[src/hdl/assert_macros.svh]
// Assertion macros shared by the cache RTL.
// Each macro takes a label, a clock, a property and a message string; HTRC_ASSERT also takes a reset.
`ifndef ASSERT_MACROS_SVH
`define ASSERT_MACROS_SVH

`ifndef SYNTHESIS

// Checked only while reset is low.
`define HTRC_ASSERT(lbl, clk, rst, prop, msg) \
  lbl: assert property (@(posedge clk) disable iff (rst) prop) else $error(msg);

// Checked at every clock edge, during reset as well.
`define HTRC_ASSERT_ALWAYS(lbl, clk, prop, msg) \
  lbl: assert property (@(posedge clk) prop) else $error(msg);

`else

`define HTRC_ASSERT(lbl, clk, rst, prop, msg)
`define HTRC_ASSERT_ALWAYS(lbl, clk, prop, msg)

`endif

`endif

[src/hdl/htrc_pkg.sv]
`timescale 1ns / 1ps

package htrc_pkg;

  // Field widths.
  localparam int HASH_W   = 64;
  localparam int LEN_W    = 16;
  localparam int TIER_W   = 2;
  localparam int STAMP_W  = 32;
  localparam int BYTE_W   = 8;
  localparam int SLOT_W   = 6;

  // Stream data widths, padded to whole bytes.
  localparam int IN_FIELDS_W  = BYTE_W + STAMP_W + TIER_W;
  localparam int IN_TDATA_W   = ((IN_FIELDS_W + 7) / 8) * 8;
  localparam int OUT_FIELDS_W = 1 + TIER_W + SLOT_W + HASH_W;
  localparam int OUT_TDATA_W  = ((OUT_FIELDS_W + 7) / 8) * 8;

  // FNV-1a 64-bit constants.
  localparam logic [HASH_W-1:0] FNV_BASIS = 64'hcbf29ce484222325;
  localparam logic [LEN_W-1:0]  LEN_MAX   = 16'hffff;

  // Configuration reset value and default sizes.
  localparam logic [STAMP_W-1:0] TTL_RESET = 32'd3600;
  localparam int CACHE_ENTRIES_DEF = 64;
  localparam int PROBE_LIMIT_DEF   = 4;
  localparam int QUEUE_DEPTH       = 2;

  // Request kinds.
  localparam logic REQ_LOOKUP = 1'b0;
  localparam logic REQ_INSERT = 1'b1;

  // One finished message handed from the hasher to the table engine.
  typedef struct packed {
    logic                req_kind;
    logic [HASH_W-1:0]   key_hash;
    logic [LEN_W-1:0]    key_len;
    logic [STAMP_W-1:0]  now_secs;
    logic [TIER_W-1:0]   put_tier;
  } req_t;

  // One table entry as stored in the RAM.
  typedef struct packed {
    logic                valid;
    logic [HASH_W-1:0]   key_hash;
    logic [LEN_W-1:0]    key_len;
    logic [TIER_W-1:0]   tier;
    logic [STAMP_W-1:0]  stamp;
  } entry_t;

  // One result item.
  typedef struct packed {
    logic                hit;
    logic [TIER_W-1:0]   found_tier;
    logic [SLOT_W-1:0]   slot_index;
    logic [HASH_W-1:0]   key_hash;
  } res_t;

endpackage

[src/hdl/htrc_fifo.sv]
`timescale 1ns / 1ps
`include "assert_macros.svh"

module htrc_fifo import htrc_pkg::*; (
  input  logic clk,
  input  logic rst,
  input  logic wr_valid,
  output logic wr_ready,
  input  req_t wr_data,
  output logic rd_valid,
  input  logic rd_ready,
  output req_t rd_data
);

  localparam int PTR_W = (QUEUE_DEPTH > 1) ? $clog2(QUEUE_DEPTH) : 1;
  localparam int CNT_W = $clog2(QUEUE_DEPTH + 1);
  localparam logic [PTR_W-1:0] LAST_PTR = PTR_W'(QUEUE_DEPTH - 1);
  localparam logic [CNT_W-1:0] FULL_CNT = CNT_W'(QUEUE_DEPTH);

  req_t             slots [QUEUE_DEPTH];
  logic [PTR_W-1:0] wr_ptr;
  logic [PTR_W-1:0] rd_ptr;
  logic [CNT_W-1:0] count;
  logic             push;
  logic             pop;

  assign wr_ready = (count != FULL_CNT);
  assign rd_valid = (count != '0);
  assign rd_data  = slots[rd_ptr];
  assign push     = wr_valid && wr_ready;
  assign pop      = rd_valid && rd_ready;

  // Storage for queued requests.
  always_ff @(posedge clk) begin
    if (push) begin
      slots[wr_ptr] <= wr_data;
    end
  end

  // Pointers and fill count.
  always_ff @(posedge clk) begin
    if (rst) begin
      wr_ptr <= '0;
      rd_ptr <= '0;
      count  <= '0;
    end else begin
      if (push) begin
        wr_ptr <= (wr_ptr == LAST_PTR) ? '0 : wr_ptr + 1'b1;
      end
      if (pop) begin
        rd_ptr <= (rd_ptr == LAST_PTR) ? '0 : rd_ptr + 1'b1;
      end
      if (push && !pop) begin
        count <= count + 1'b1;
      end else if (pop && !push) begin
        count <= count - 1'b1;
      end
    end
  end

  `HTRC_ASSERT(a_fill_track, clk, rst, (push && !pop) |=> (count == $past(count) + 1'b1), "queue count lost a push")

endmodule

[config.mk]
export PLATFORM = sky130hd
export DESIGN_NAME = htrc_fifo
export DESIGN_NICKNAME = d
export VERILOG_FILES = /design/src/hdl/htrc_pkg.sv /design/src/hdl/htrc_fifo.sv
export VERILOG_INCLUDE_DIRS = /design/src /design/src/hdl
export SDC_FILE = /design/constraint.sdc
export NUM_CORES = 1
export LEC_CHECK = 0
export BUFFER_PORTS_ARGS = -buffer_cell sky130_fd_sc_hd__buf_2
export CAP_MARGIN = 20
export CORE_MARGIN = 2
export CORE_UTILIZATION = 31
export DETAILED_ROUTE_END_ITERATION = 10
export PLACE_DENSITY_LB_ADDON = 0.08
export SETUP_SLACK_MARGIN = 0.02
export SYNTH_ARGS = -nofsm -noshare
export SYNTH_HDL_FRONTEND = slang
export SYNTH_SLANG_ARGS = --single-unit
export TNS_END_PERCENT = 30
[constraint.sdc]
create_clock -name clk -period 6.7 [get_ports clk]
set_input_delay 1.005 -clock clk [delete_from_list [all_inputs] [get_ports clk]]
set_output_delay 1.005 -clock clk [all_outputs]
set_load 0.01 [all_outputs]
==> results by group <==
Status
  • Status: complete, no violations

Detailed routing
  • # DRC: 0
  • DR iter-0 viols: 206
  • Mean number of vias per cell: 4.24
  • WL per Instance: 17.2 microns
  • Post-route ant nets: 0
  • Drt pass-1 iters: 4
  • Routed WL: 17900 microns
  • Vias: 4392

Clock tree
  • CTS Root Cell: clkbuf_16
  • Max Root-Sink Buffers: 3
  • Clock sinks: 235
  • Worst-Skew Late Latency: 0.51 ns
  • TritonCTS clock tree: done
  • Post-CTS sizing: 0
  • Total CTS buffers: 27
  • Buffer count from post-CTS setup fixing: 0
  • Clock transition at the registers of the reported paths: 0.05 ns
  • # hold bufs at CTS: 0
  • CTS H-tree depth: 1

STA
  • RSZ-0062 raised after global routing: false
  • Part of the cycle the worst path needs: 57.6%
  • Final setup fails: 0
  • Slew headroom: 35.0%
  • Fin. Hold Viols: 0
  • Max frequency: 0.259 GHz
  • Slew Viols, Final: 0
  • Final worst slack: 2.84 ns
  • Fin Hold WS: 0.512 ns
  • TNS Setup: 0 ns
  • Least-Margin Pin Slew: 0.975 ns
  • Time the worst path needs with I/O delays and setup: 3.86 ns
  • Clk_skew: 0.0109 ns

Power
  • Worst vdd ir: 0.000186 V
  • Sequential power share: 43.6%
  • Comb power frac: 22.0%
  • Net switching power: 0.00113 W
  • Power per cell area: 394 nW/um^2
  • Leakage Power: 4.24 nW
  • Clock power frac: 34.5%
  • Internal Pwr Total: 0.00330 W
  • Net Sw Frac: 25.5%

Floorplanning
  • Std cell rows: 61
  • Starting Density: 31.5%
  • Die height: 172 microns
  • Full die area: 29500 sq um
  • Die W: 172 microns
  • Core area: 27700 sq um
  • Top Ports: 236

Cells and area
  • Final Cell Area: 11200 sq um
  • Register area: 7010 sq um
  • Multi-input gate area in the final layout: 1610 sq um
  • Area grow syn2layout: 29.0%
  • Filler cells: 2539
  • Layout cell share with drive strength beyond 1: 60.6%
  • Finished Core Util: 40.6%
  • # nets final: 757

Worst setup path
  • CP peak stage delay: 0.84 ns
  • Max Fanout on Critical Path: 55
  • Setup CP Type: reg -> out
  • Crit path DAT: 2.85 ns
  • CP endpoint kind: output pin
  • Slowest cell on the critical path: dfxtp_4
  • CP cell instances: buf_4 -> mux2_2 -> buf_2
  • CP Launch Type: register
  • Worst path required time: 5.69 ns

Synthesis
  • Number of flops mapped to enable cells by yosys: 230
  • Main synth FF type: edfxtp_1
  • Fraction of the yosys area taken by sequential cells: 80.3%
  • Area leader, netlist: edfxtp_1
  • Gate Count Post-Synth: 382
  • Synth Register Bits: 235
  • Mean Syn Cell Area: 22.8 sq um
  • Ys Warns: 0
  • Yosys cell types: 19
  • Top post-synthesis cells by area: edfxtp_1 (79%), mux2_4 (8.6%), mux2_2 (8.4%)
  • Most frequent cells after synthesis: edfxtp_1 (230), mux2_2 (65), mux2_4 (50), buf_6 (7), buf_2 (6)
  • Net count after synthesis: 502
  • Synthesized cell area: 8720 sq um
  • FFs w/ async S/R, synth: 0%
  • Yosys top cell area share: 79.2%
  • Count leader, synth: edfxtp_1

Global route
  • Largest net degree at the start of global routing: 65
  • First-pass GRT wire length: 26100 microns
  • Overflow after GRT: 0
  • Initial antenna violation count: 3
  • Vias in the first global route: 4621
  • Gr usage total: 11.6%

Placement
  • Placement Cell Area: 10300 sq um
  • GP Congestion: 0.695
  • Port Buffers: 235
  • Post-DP HPWL: 11400 microns
  • Post-Place Setup Slack: 3.35 ns

Hold path
  • HP Class: reg -> reg

Run
  • Max_cap viols: 0
==> cell families after synthesis <==
family / share of synthesized area (%)
AOI/OAI and AO/OA: 0.344
xor gates and xnor gates: 0.301
adders and majority gates: 0.143
buffers and inverters: 1.29
DFF: 80.3
muxes: 17.0
and+or+nand+nor: 0.574
==> path summary, 6_finish.rpt <==
| kind | from | to | slack, ns | cells after the start |
|---|---|---|---|---|
| setup reg to reg | count[0] | slots[0][105] | 4.03 | 4 |
| hold / removal | rd_ptr | rd_ptr | 0.51 | 2 |
| setup / recovery | register | rd_data[0] | 2.84 | 3 |
| hold reg to reg | rd_ptr | rd_ptr | 0.51 | 2 |
==> worst max-delay path, delay by kind of cell (launching register included) <==
family	cells	cell delay, ns
buffers and inverters	2	0.92
flip-flops	1	0.84
multiplexers	1	0.44
==> cells in the final DEF, fill, tap and decap left out, types with 2 or more instances in the layout <==
cell and instances:
buf_4 4, mux2_2 65, xor2_1 3, a21oi_1 2, bufinv_16 5, nor2_1 3
dfxtp_1 4, o21ai_0 2, buf_2 235, edfxtp_1 230, clkbuf_1 5, mux2_4 50
clkbuf_8 5, clkinv_1 5, clkbuf_16 27
==> registers in the layout, summed over array words and instances, names as in the netlist, named ones only <==
| signal | count |
|---|---|
| slots | 230 |
| count | 2 |
| rd_ptr | 1 |
| wr_ptr | 1 |
==> power groups by stage <==
stage / combinational (W) / clock (W) / sequential, W
global placement: 0.000991 / 0 / 0.00196
global route: 0.00106 / 0.00163 / 0.00196
floorplan: 0.000686 / 0 / 0.00192
detailed placement: 0.000995 / 0 / 0.00196
CTS: 0.000998 / 0.00159 / 0.00194
finish: 0.000975 / 0.00153 / 0.00193
==> final cells by class <==
cell class              instances  share of cell area (%)
flip-flops and latches        235                    62.3
well taps                     378                    4.20
diodes                          1                  0.0222
repair buffers                239                    10.7
inverters                       1                  0.0556
clock buffers                  37                    6.78
clock inverters                12                    1.61
multi-input cells             133                    14.3
==> stage by stage <==
step | total power (W) | std cells
floorplan | 0.00260 | 382
global placement | 0.00295 | 986
detailed placement | 0.00296 | 986
CTS | 0.00452 | 1035
global route | 0.00464 | 1035
finish | 0.00443 | 1036
==> per-layer routing <==
layer  routed length [microns]  up-vias  share of wire (%)  GRT usage, %
met5                        26        -               0.15             0
met4                       413        4                2.3          3.13
met3                      1680       36                9.4          4.00
met2                      8150      180                 46          18.6
met1                      7590     2141                 42          15.1
li1                          -     2031                  -             -
Note: power is estimated with default switching activity, not from simulation.
