===== config.mk =====
export PLATFORM = sky130hd
export DESIGN_NAME = htrc_front
export DESIGN_NICKNAME = d
export VERILOG_FILES = /design/src/hdl/htrc_pkg.sv /design/src/hdl/htrc_front.sv
export VERILOG_INCLUDE_DIRS = /design/src /design/src/hdl
export SDC_FILE = /design/constraint.sdc
export NUM_CORES = 1
export LEC_CHECK = 0
export BUFFER_PORTS_ARGS = -buffer_cell sky130_fd_sc_hd__buf_4
export CAP_MARGIN = 0
export CORE_MARGIN = 2
export CORE_UTILIZATION = 56
export CTS_CLUSTER_SIZE = 24
export DETAILED_ROUTE_END_ITERATION = 8
export PLACE_DENSITY = 0.77
export SLEW_MARGIN = 20
export SYNTH_ARGS = -nofsm -noshare
export SYNTH_HDL_FRONTEND = slang
export SYNTH_SLANG_ARGS = --single-unit

===== constraint.sdc =====
create_clock -name clk -period 10.3 [get_ports clk]
set_input_delay 1.03 -clock clk [delete_from_list [all_inputs] [get_ports clk]]
set_output_delay 1.03 -clock clk [all_outputs]
set_load 0.01 [all_outputs]

===== src/hdl/assert_macros.svh =====
// Assertion macros shared by the cache RTL.
// Each macro takes a label, a clock, a property and a message string; HTRC_ASSERT also takes a reset.
`ifndef ASSERT_MACROS_SVH
`define ASSERT_MACROS_SVH

`ifndef SYNTHESIS

// Checked only while reset is low.
`define HTRC_ASSERT(lbl, clk, rst, prop, msg) \
  lbl: assert property (@(posedge clk) disable iff (rst) prop) else $error(msg);

// Checked at every clock edge, during reset as well.
`define HTRC_ASSERT_ALWAYS(lbl, clk, prop, msg) \
  lbl: assert property (@(posedge clk) prop) else $error(msg);

`else

`define HTRC_ASSERT(lbl, clk, rst, prop, msg)
`define HTRC_ASSERT_ALWAYS(lbl, clk, prop, msg)

`endif

`endif


===== src/hdl/htrc_pkg.sv =====
`timescale 1ns / 1ps

package htrc_pkg;

  // Field widths.
  localparam int HASH_W   = 64;
  localparam int LEN_W    = 16;
  localparam int TIER_W   = 2;
  localparam int STAMP_W  = 32;
  localparam int BYTE_W   = 8;
  localparam int SLOT_W   = 6;

  // Stream data widths, padded to whole bytes.
  localparam int IN_FIELDS_W  = BYTE_W + STAMP_W + TIER_W;
  localparam int IN_TDATA_W   = ((IN_FIELDS_W + 7) / 8) * 8;
  localparam int OUT_FIELDS_W = 1 + TIER_W + SLOT_W + HASH_W;
  localparam int OUT_TDATA_W  = ((OUT_FIELDS_W + 7) / 8) * 8;

  // FNV-1a 64-bit constants.
  localparam logic [HASH_W-1:0] FNV_BASIS = 64'hcbf29ce484222325;
  localparam logic [LEN_W-1:0]  LEN_MAX   = 16'hffff;

  // Configuration reset value and default sizes.
  localparam logic [STAMP_W-1:0] TTL_RESET = 32'd3600;
  localparam int CACHE_ENTRIES_DEF = 64;
  localparam int PROBE_LIMIT_DEF   = 4;
  localparam int QUEUE_DEPTH       = 2;

  // Request kinds.
  localparam logic REQ_LOOKUP = 1'b0;
  localparam logic REQ_INSERT = 1'b1;

  // One finished message handed from the hasher to the table engine.
  typedef struct packed {
    logic                req_kind;
    logic [HASH_W-1:0]   key_hash;
    logic [LEN_W-1:0]    key_len;
    logic [STAMP_W-1:0]  now_secs;
    logic [TIER_W-1:0]   put_tier;
  } req_t;

  // One table entry as stored in the RAM.
  typedef struct packed {
    logic                valid;
    logic [HASH_W-1:0]   key_hash;
    logic [LEN_W-1:0]    key_len;
    logic [TIER_W-1:0]   tier;
    logic [STAMP_W-1:0]  stamp;
  } entry_t;

  // One result item.
  typedef struct packed {
    logic                hit;
    logic [TIER_W-1:0]   found_tier;
    logic [SLOT_W-1:0]   slot_index;
    logic [HASH_W-1:0]   key_hash;
  } res_t;

endpackage


===== src/hdl/htrc_front.sv =====
`timescale 1ns / 1ps
`include "assert_macros.svh"

module htrc_front import htrc_pkg::*; (
  input  logic               clk,
  input  logic               rst,
  input  logic               enable,
  input  logic               in_valid,
  output logic               in_ready,
  input  logic               in_kind,
  input  logic [BYTE_W-1:0]  in_byte,
  input  logic               in_last,
  input  logic [STAMP_W-1:0] in_now,
  input  logic [TIER_W-1:0]  in_tier,
  output logic               push_valid,
  input  logic               push_ready,
  output req_t               push_data
);

  logic [HASH_W-1:0] run_hash;
  logic [LEN_W-1:0]  run_length;
  logic [HASH_W-1:0] hash_next;
  logic [LEN_W-1:0]  length_next;
  logic              accept;

  // One FNV-1a round: xor the byte, then multiply by 2^40 + 0x1b3 as shifted adds.
  function automatic logic [HASH_W-1:0] fnv_round(input logic [HASH_W-1:0] h,
                                                   input logic [BYTE_W-1:0] b);
    logic [HASH_W-1:0] x;
    x = h ^ {{(HASH_W - BYTE_W){1'b0}}, b};
    return (x << 40) + (x << 8) + (x << 7) + (x << 5) + (x << 4) + (x << 1) + x;
  endfunction

  // A byte is taken only when the queue can hold a finished message.
  assign in_ready = enable && push_ready;
  assign accept   = in_valid && in_ready;

  assign hash_next   = fnv_round(run_hash, in_byte);
  assign length_next = (run_length == LEN_MAX) ? run_length : run_length + 1'b1;

  // The last byte hands the finished key to the queue.
  assign push_valid         = accept && in_last;
  assign push_data.req_kind = in_kind;
  assign push_data.key_hash = hash_next;
  assign push_data.key_len  = length_next;
  assign push_data.now_secs = in_now;
  assign push_data.put_tier = in_tier;

  // Running hash and length; both restart after the last byte.
  always_ff @(posedge clk) begin
    if (rst) begin
      run_hash   <= FNV_BASIS;
      run_length <= '0;
    end else if (accept) begin
      if (in_last) begin
        run_hash   <= FNV_BASIS;
        run_length <= '0;
      end else begin
        run_hash   <= hash_next;
        run_length <= length_next;
      end
    end
  end

  `HTRC_ASSERT(a_run_restart, clk, rst, (accept && in_last) |=> (run_length == '0 && run_hash == FNV_BASIS), "hash state did not restart after the last byte")

endmodule


==> impl_summary.md <==
Worst setup path
The critical path in this run is classified as input port to output port. The required time of the worst setup path is 9270 ps. Walking the worst path, the cells encountered are buf_4, xor2_1, inv_1, fa_1, inv_1, fa_1, fa_1, ha_1, ha_1, and2_1, a221oi_2, o21ai_1, a221oi_2, o21ai_1, a31oi_2, o21ai_2, a21oi_2, o21ai_1, xor2_1, buf_4.

For this design, the slowest cell found on the critical path is sky130_fd_sc_hd__xor2_1. STA classifies the critical path startpoint as an input port. The worst register-to-register path ends at run_hash[55]. The element type at the critical path end is an output port.

The worst setup slack for register-to-register paths is 4160 ps. The worst stage delay on the critical path is 690 ps. The number of cells on the worst reg-to-reg path is 19. The highest fanout seen on the critical path is 6. The critical path arrival is 6990 ps. The startpoint of the lowest-slack register-to-register path is run_hash[2].

Die
The core region is 0.0250 sq mm. The y dimension of the die is 163 um. The floorplan die area is 0.0264 sq mm. The floorplan die width is 163 um. The number of rows in the core area is 58. The initial core utilization is 56.4%.

166 I/O pins were placed.

Place
The number of instances in the placed design is 1938. The detailed placer's ending HPWL is 30000 um. The last weighted congestion value of the routability-driven placer is 0.950. The setup slack at placement is 2380 ps. The count of buffers added on input and output ports is 95.

Timing
Measured against its own limit, the worst slew margin works out to 31.7%. The number of hold violations in the final report is 0. Between clock sinks in the finished design, the worst skew comes to 16.1 ps. For this run, the top clock speed supported by timing is 125 MHz. The worst path uses 77.8% of the clock period.

Setup repair after global routing left no endpoint under its margin. The post-route setup TNS is 0 ps. For the pin with the worst max-slew slack, the measured transition is 1020 ps. The final-report max-slew violation count is 0. The minimum setup slack in the final design is 2280 ps. The shortest clock period the worst path allows after layout is 8020 ps. Setup violations remaining at the end of the flow were counted as 0.

Clocking
TritonCTS built the clock tree. CTS placed an instance of sky130_fd_sc_hd__clkbuf_16 at the clock tree root. The number of cells upsized or downsized after cts is 0. The clock drives 80 sinks. The later-pin clock latency in the skew report is 360 ps.

The clock buffer count from CTS is 9. The number of H-tree branching levels is 3. The maximum buffer depth of the clock tree is 2. After clock tree synthesis, the setup repair step added 0 buffers. The number of hold buffers added after CTS is 0. The clock slew at the register clock pins of the worst setup and hold paths is 70 ps.

GRT
The remaining global-route overflow is 0. The initial antenna violation count is 0. The pin count of the biggest net entering global routing is 73. The global router's overall resource usage is 29.5%. The wire length of the first global-routing pass is 60100 um.

The via count of the first global-routing pass is 11288.

Logic synthesis
The synthesized design devotes to its leading area cell type 34.8% of total area. In this run the mean area of a mapped cell was 8.83 sq um. For this run, the leading register cell type out of synthesis is sky130_fd_sc_hd__dfxtp_1. In the synthesized netlist, mux cells make up 0.435% of the area.

Summing the areas of all compound-gate instances in the mapped netlist gives 14.1% of the synthesized area. The post-synthesis sequential area ratio is 11.4%. Yosys mapped a number of flops with a built-in enable equal to 0.

The synthesized design contains 80 register bits. The xor and xnor area share after synthesis is 5.96%. Of all flip-flops after synthesis, the portion carrying an async set or reset was 0%. The largest total area in the synthesized netlist belongs to sky130_fd_sc_hd__fa_1. The combinational family with the most area after synthesis is adder cells. Summing the areas of all fa, ha and maj instances in the mapped netlist gives 44.7% of the synthesized area. The synthesized netlist occupies a cell area of 0.0141 sq mm.

In the post-synthesis netlist, the biggest area contributors are sky130_fd_sc_hd__fa_1 (35%), sky130_fd_sc_hd__dfxtp_1 (11%), sky130_fd_sc_hd__inv_1 (11%). The post-synthesis cell type count is 69. The fraction of the mapped netlist area in simple logic gates is 9.28%. The synthesized instance count is 1595. The number of warnings issued by yosys is 0. The number of nets in the synthesized netlist is 2000.

Cells and area
The number of nets in the finished design is 2024. The share of layout cells above drive strength 1 is 8.81%. The layout has 2199 filler cells.

The final antenna diode count is 0. The number of cells in the finished layout apart from fillers is 1954. The area growth from synthesis to layout is 7.08%.

Route
The detailed router finished its first iteration with 683 violations. Once detail routing completed, the nets flagged for antenna violations numbered 0. Before antenna repair, the detailed router went through 5 iterations.

The routed length per instance is 19.1 um. Dividing the detail-routed via count by the number of cells gives 5.66. The DRC violation count after routing is 0. The vias after detailed routing is 11053. The detailed-route wire length is 37300 um.

Run status
The run finished with clean final reports.

Worst hold path
The number of stages on the worst hold path is 2. The startpoint identified for the worst hold timing path is run_hash[32]. For hold timing, the worst endpoint is run_hash[32]. The path category of the worst min-delay check is flop to flop.

Run
Across the run, the number of max-cap violations was 0.
## cells by family after synthesis
| kind of cell | after synthesis |
|---|---|
| buf+inv | 490 |
| xor+xnor | 95 |
| simple gates | 275 |
| fa+ha+maj | 356 |
| flops | 80 |
| compound gates | 293 |
| mux | 6 |
## routing by layer
metal	track usage [%]	part of all wire [%]	vias to the layer above
met5	0	0	-
met4	10.7	3.5	0
met3	5.25	7.5	82
met2	48.0	47	450
met1	39.7	42	5486
li1	-	-	5035
## sequential cells by signal (all words and copies together) (netlist names)
| register | count |
|---|---|
| run_hash | 64 |
| run_length | 16 |
## cell usage in the layout, fill, tap and decap left out, drive strengths merged, types with 5 or more instances in the layout
master	n
xor2	36
nand2	71
and3	13
xnor2	59
ha	111
a211o	11
o21bai	9
a21oi	81
clkbuf	9
nand4	19
nor2	91
buf	99
o21a	6
mux2i	5
a22oi	33
o211ai	16
fa	245
nor2b	8
and2	8
o21ai	52
a21o	37
a31oi	11
inv	407
nor4b	5
nor3	15
o31ai	5
dfxtp	80
nand3	23
## how the worst max path moves through the flow
stage | cells past startpoint | from | slack [ps] | to
2_1_floorplan | 18 | in_byte[4] | 3500 | push_data[112]
3_3_place_gp | 20 | in_byte[4] | 2550 | push_data[112]
3_5_place_dp | 20 | in_byte[4] | 2380 | push_data[112]
4_1_cts | 20 | in_byte[4] | 2340 | push_data[112]
5_1_grt | 20 | in_byte[4] | 1980 | push_data[112]
6_report | 20 | in_byte[4] | 2280 | push_data[112]
## Yosys cell counts (19+ instances only)
library cell	n
sky130_fd_sc_hd__a22oi_1	33
sky130_fd_sc_hd__o21ai_1	20
sky130_fd_sc_hd__a21oi_1	74
sky130_fd_sc_hd__xnor2_1	58
sky130_fd_sc_hd__nand4_1	19
sky130_fd_sc_hd__inv_1	403
sky130_fd_sc_hd__nor2_1	91
sky130_fd_sc_hd__o21ai_0	28
sky130_fd_sc_hd__buf_4	35
sky130_fd_sc_hd__ha_1	111
sky130_fd_sc_hd__dfxtp_1	80
sky130_fd_sc_hd__a21o_1	37
sky130_fd_sc_hd__clkbuf_1	38
sky130_fd_sc_hd__xor2_1	36
sky130_fd_sc_hd__nand2_1	71
sky130_fd_sc_hd__fa_1	245
sky130_fd_sc_hd__nand3_1	23
## critical path, delay by kind of cell
family          cells  cell delay (ps)
simple gates        1              190
fa+ha+maj           5             2260
xor+xnor            2              960
buf+inv             4              560
compound gates      8             1970
## area by class of cell
class | instances | area, sq um | share of cell area (%)
timing repair buffer | 99 | 743 | 4.93
clock buffer | 9 | 225 | 1.49
sequential | 80 | 1600 | 10.6
tap | 330 | 413 | 2.74
multi-input combinational | 1025 | 10500 | 69.6
clock inverter | 7 | 83.8 | 0.556
inverter | 404 | 1520 | 10.1
## per-stage QoR
step                util [%]  instance area, sq um  hold slack (ps)
global route            60.4                 15100              491
CTS                     60.4                 15100              454
global placement        59.2                 14800              438
finish                  60.4                 15100              452
detailed placement      59.2                 14800              445
floorplan                  -                 14100              432
Power is not shown: default switching activity piles up to over one toggle a cycle in this logic, so the estimate is an artifact.
